### src/hdl/fdw_pkg.sv
// ----------------------------------------------------------------------------
// fdw_pkg
// Shared widths, register indexes and the write word type of the frame
// damage diff write emitter.
// ----------------------------------------------------------------------------
package fdw_pkg;

   localparam int PIXEL_W        = 32;
   localparam int ADDR_W         = 32;
   localparam int FRAME_PIXELS_W = 21;
   localparam int CSR_INDEX_W    = 2;
   localparam int CSR_DATA_W     = 32;

   localparam logic [FRAME_PIXELS_W-1:0] FRAME_PIXELS_RESET = 21'd786432;

   localparam logic [CSR_INDEX_W-1:0] CSR_FRAME_BASE   = 2'd0;
   localparam logic [CSR_INDEX_W-1:0] CSR_FRAME_PIXELS = 2'd1;

   localparam int QUEUE_DEPTH   = 4;
   localparam int QUEUE_PTR_W   = 2;
   localparam int QUEUE_LEVEL_W = 3;

   typedef struct packed {
      logic [ADDR_W-1:0]  write_address;
      logic [PIXEL_W-1:0] pixel_value;
      logic               run_start;
   } fdw_write_type;

endpackage

### src/hdl/fdw_queue.sv
// ----------------------------------------------------------------------------
// fdw_queue
// Short queue of framebuffer write words between change detection and the
// result channel; the head entry drives the result ports.
// ----------------------------------------------------------------------------
module fdw_queue import fdw_pkg::*; (
   input  logic                     clock,
   input  logic                     reset,
   input  logic                     push,
   input  fdw_write_type            push_word,
   input  logic                     pop,
   output logic                     out_valid,
   output fdw_write_type            out_word,
   output logic [QUEUE_LEVEL_W-1:0] level
);

   fdw_write_type            slot_ff [QUEUE_DEPTH];
   logic [QUEUE_PTR_W-1:0]   head_ff, tail_ff;
   logic [QUEUE_LEVEL_W-1:0] level_ff;
   logic                     do_pop;

   assign do_pop    = pop && (level_ff != '0);
   assign out_valid = level_ff != '0;
   assign out_word  = slot_ff[head_ff];
   assign level     = level_ff;

   always_ff @(posedge clock) begin
      if (push) begin
         slot_ff[tail_ff] <= push_word;
      end
   end

   always_ff @(posedge clock) begin
      if (reset) begin
         head_ff  <= '0;
         tail_ff  <= '0;
         level_ff <= '0;
      end else begin
         if (push) begin
            tail_ff <= tail_ff + QUEUE_PTR_W'(1);
         end
         if (do_pop) begin
            head_ff <= head_ff + QUEUE_PTR_W'(1);
         end
         case ({push, do_pop})
            2'b10:   level_ff <= level_ff + QUEUE_LEVEL_W'(1);
            2'b01:   level_ff <= level_ff - QUEUE_LEVEL_W'(1);
            default: level_ff <= level_ff;
         endcase
      end
   end

   a_level_bound: assert property (@(posedge clock) disable iff (reset)
      level_ff <= QUEUE_LEVEL_W'(QUEUE_DEPTH))
      else $error("queue level beyond depth");

   a_no_overflow: assert property (@(posedge clock) disable iff (reset)
      push |-> level_ff != QUEUE_LEVEL_W'(QUEUE_DEPTH))
      else $error("write word pushed into a full queue");

endmodule
### config.mk
export PLATFORM = sky130hd
export DESIGN_NAME = fdw_queue
export DESIGN_NICKNAME = d
export VERILOG_FILES = /design/src/hdl/fdw_pkg.sv /design/src/hdl/fdw_queue.sv
export SDC_FILE = /design/constraint.sdc
export NUM_CORES = 1
export LEC_CHECK = 0
export BUFFER_PORTS_ARGS = -buffer_cell sky130_fd_sc_hd__buf_4
export CAP_MARGIN = 10
export CORE_ASPECT_RATIO = 0.75
export CORE_UTILIZATION = 25
export DETAILED_ROUTE_END_ITERATION = 12
export SYNTH_ARGS = -nofsm -noshare
export SYNTH_HDL_FRONTEND = slang
export SYNTH_SLANG_ARGS = --single-unit
### constraint.sdc
create_clock -name clock -period 3.85 [get_ports clock]
set_clock_uncertainty 0.1 [all_clocks]
set_input_delay 0.5775 -clock clock [delete_from_list [all_inputs] [get_ports clock]]
set_output_delay 0.5775 -clock clock [all_outputs]
set_load 0.1 [all_outputs]
# Word-level counts from Yosys, hierarchy flattened
# Memory sizes are Yosys's and may differ from the RTL's. A register that Yosys moved wholly into a read port is not among the register bits.
# Index checks and enable logic that the tools add are counted.
# W data, S select, Z words.
# classes
add_sub_neg	4
eq_ne	2
muxes	5
n_reduce_logical	3
# op_table
operator	n
$pmux W3 S2	1
$add A2 B1 Y2 const B	2
$mux W2	2
$add A3 B1 Y3 const B	1
$reduce_bool A3 Y1	1
$sub A3 B1 Y3 const B	1
$eq A2 B1 Y1 const B	1
$eq A2 B2 Y1 const B	1
$mux W1	2
$reduce_bool A2 Y1	1
$logic_and A1 B1 Y1	1
# totals
reg_bits	7
ramBits	260
inputBits	69
output_inout_bits	69
word_cells	18
mem_count	1
# mem_list
memory	words	width	read_ports	rd_ports_with_merged_regs	write_ports	line_no	rtl
slot_ff	4	65	1	1	1	fdw_queue.sv:17	fdw_write_type slot_ff [QUEUE_DEPTH];

# Depth between registers and ports, before layout
# logic_depth
ltp_word	4
ltp_mapped	7
ltp_nobuf	7

# Worst setup path before layout
# No wires, ideal clock.
# synth_timing
path_kind	input to register
startpoint	in push
endpoint	mem slot_ff[0][0] (netlist name), enable pin
setup_time_ps	430
arrival_ps	2106
t_required_ps	3320
slack_ps	1214
stages	1
n_path_buf	0
cell_sequence	and2_1
# synth_between
elab_chain_len	2
# synth_rtl
element	line_no	rtl
from (decl)	fdw_queue.sv:9	input logic push,
$mux W1	fdw_queue.sv:28	if (push) begin
$mux W1 (not written as such)	fdw_queue.sv:29	slot_ff[tail_ff] <= push_word;
to (decl)	fdw_queue.sv:17	
# No other way between the ends.

==> metrics.cfg <==
[clock_tree]
ctsLongestPathBuffers = 3
htreeDepth = 1
insertion_delay_ps = 550
cts_setup_buffers = 0
ctsHoldBuffers = 0
ctsResizeCount = 0
tritoncts = built
clk_pin_slew_ps = 60
root_buffer = clkbuf_16
clock_sinks = 269
cts_buffers = 28

[route]
dr.pass1.iters = 6
num_vias = 4437
wirelength_um = 20000
wl_per_cell_um = 18.5
drtAntennaViolNets = 0
vias_per_cell = 4.10
drc = 0
first_iter_violations = 234

[synthesis]
async_flop_share_pct = 0
netlist_top_cells_count = edfxtp_1, mux4_2, dfxtp_1
syn-mean-instance-area_um2 = 25.6
synthDistinctLibCells = 21
synth_seq_cells = 269
syn_area_mm2 = 0.00987
synth_edf_count = 260
syn_nets = 461
ys_seq_area_share_pct = 81.0
ys_top_cells_by_area = edfxtp_1, mux4_2, dfxtp_1
yosysMostFrequentCell = edfxtp_1
ys.warnings.count = 0
netlist_instances = 386
synth_top_flop_cell = edfxtp_1
yosys.area.top_type = edfxtp_1
yosysTopAreaCellShare_pct = 79.1

[worst_setup_path]
worstPathRequired_ps = 3170
worstPathArrival_ps = 2290
path_class = flop to output port
cp_max_fo = 63
start_kind = flop
timing.rr.start = tail_ff[0]
endpoint_kind = output port

[floorplanning]
die_h_um = 174
rows = 62
die-area_mm2 = 0.0403
floorplan.initialDensity_pct = 25.6
core_mm2 = 0.0386
die_x_um = 231
ioPinCount = 138

[timing]
holdWs_ps = 124
final_max_slew_viol_count = 0
worst_pin_slew_ps = 852
final-hold-violation-count = 0
finalSetupViolCount = 0
setup_ws_ps = 879
fin_setup_tns_ps = 0
period_needed_ps = 2970
rsz0062_at_grt = no
relSlewSlack_pct = 43.2
fmax_mhz = 337
period_share_pct = 77.2

[placed_design]
place_congestion = 0.705
post-place-ws_ps = 1400
port_buffers = 137
dp.final_hpwl_um = 11900

[global_routing]
grt_usage_pct = 9.98
overflow = 0
grt_max_degree = 64
grt_first_pass_wirelength_um = 30200
grt_pass1_vias = 4798
antenna_found_initial = 0

[power]
leakage_nw = 4.09
vdd_drop_max_v = 0.000475
power_density_mw_per_mm2 = 739

[cells_and_area]
fillers = 3641
fin_nets = 623
area_growth_pct = 25.7
drive_gt1_share_pct = 45.5
antenna_cells = 0

[status]
status = finished, final reports clean

[min_path]
hp-class = input port to flop
hp-start = push_word[24]

[job]
cap_violations = 0

==> cell type report <==
type	count	area (um^2)	share of cell area, %
Sequential cell	269	8000	64.5
Timing Repair Buffer	147	1130	9.10
Inverter	6	22.5	0.182
Multi-Input combinational cell	96	1710	13.8
Tap cell	512	641	5.17
Clock inverter	19	185	1.49
Clock buffer	32	716	5.77
==> metrics by stage <==
| step | utilization [%] | area (um^2) | total power, mW | std cells |
|---|---|---|---|---|
| floorplan | - | 9870 | 6.06 | 386 |
| global placement | 29.8 | 11500 | 6.62 | 1030 |
| detailed placement | 29.8 | 11500 | 6.63 | 1030 |
| CTS | 32.2 | 12400 | 9.32 | 1081 |
| global route | 32.2 | 12400 | 9.50 | 1081 |
| finish | 32.2 | 12400 | 9.17 | 1081 |
==> per-layer routing <==
| metal | wire (um) | vias up | global-route usage (%) |
|---|---|---|---|
| met2 | 9650 | 101 | 15.9 |
| met3 | 1090 | 29 | 2.92 |
| met1 | 8840 | 2339 | 13.4 |
| met4 | 431 | 0 | 2.29 |
| met5 | 0 | - | 0 |
| li1 | - | 1968 | - |
==> critical path, cell delays in order (launching register included) <==
cell     delay [ps]
dfxtp_4         380
buf_12          450
mux4_2          610
buf_4           260
==> logic make-up (layout without fill, tap and decap cells) <==
family / count (synthesis) / after routing / share of synthesized area, %
muxes: 66 / 66 / 14.9
adders and majority gates: 6 / 6 / 0.837
AOI/OAI and AO/OA: 5 / 5 / 0.330
DFF: 269 / 269 / 81.0
buffers and inverters: 21 / 204 / 1.81
and+or+nand+nor: 14 / 14 / 0.685
xor gates and xnor gates: 5 / 5 / 0.444
==> placed cells by master, fill, tap and decap left out, types with 3 or more instances in the layout <==
cell type,count
bufinv_16,3
clkbuf_1,4
nor2_1,8
buf_4,145
inv_1,6
xor2_1,3
dfxtp_1,7
mux4_2,65
ha_1,5
clkbuf_16,28
clkinv_2,6
and2_4,4
edfxtp_1,260
clkinv_1,6
==> report_power, final <==
part	leakage (nW)	total, mW	switching (mW)	internal (mW)
Clock	0.445	2.64	1.10	1.54
Sequential	2.46	3.45	0.0749	3.38
Combinational	1.18	3.07	2.30	0.776
Total	4.09	9.17	3.48	5.69
==> worst paths after layout <==
path | to | slack [ps] | cells after the start
max reg2reg | slot_ff[1][9] | 1740 | 3
max | out_word[20] | 880 | 3
min | slot_ff[3][24] | 120 | 1
min reg2reg | head_ff[1] | 430 | 2
==> state kept, by name, indices dropped and copies added, names as in the netlist, named ones only <==
signal,cells
head_ff,2
level,3
tail_ff,2
slot_ff,260
No activity file was read; power rests on OpenSTA's default activity.
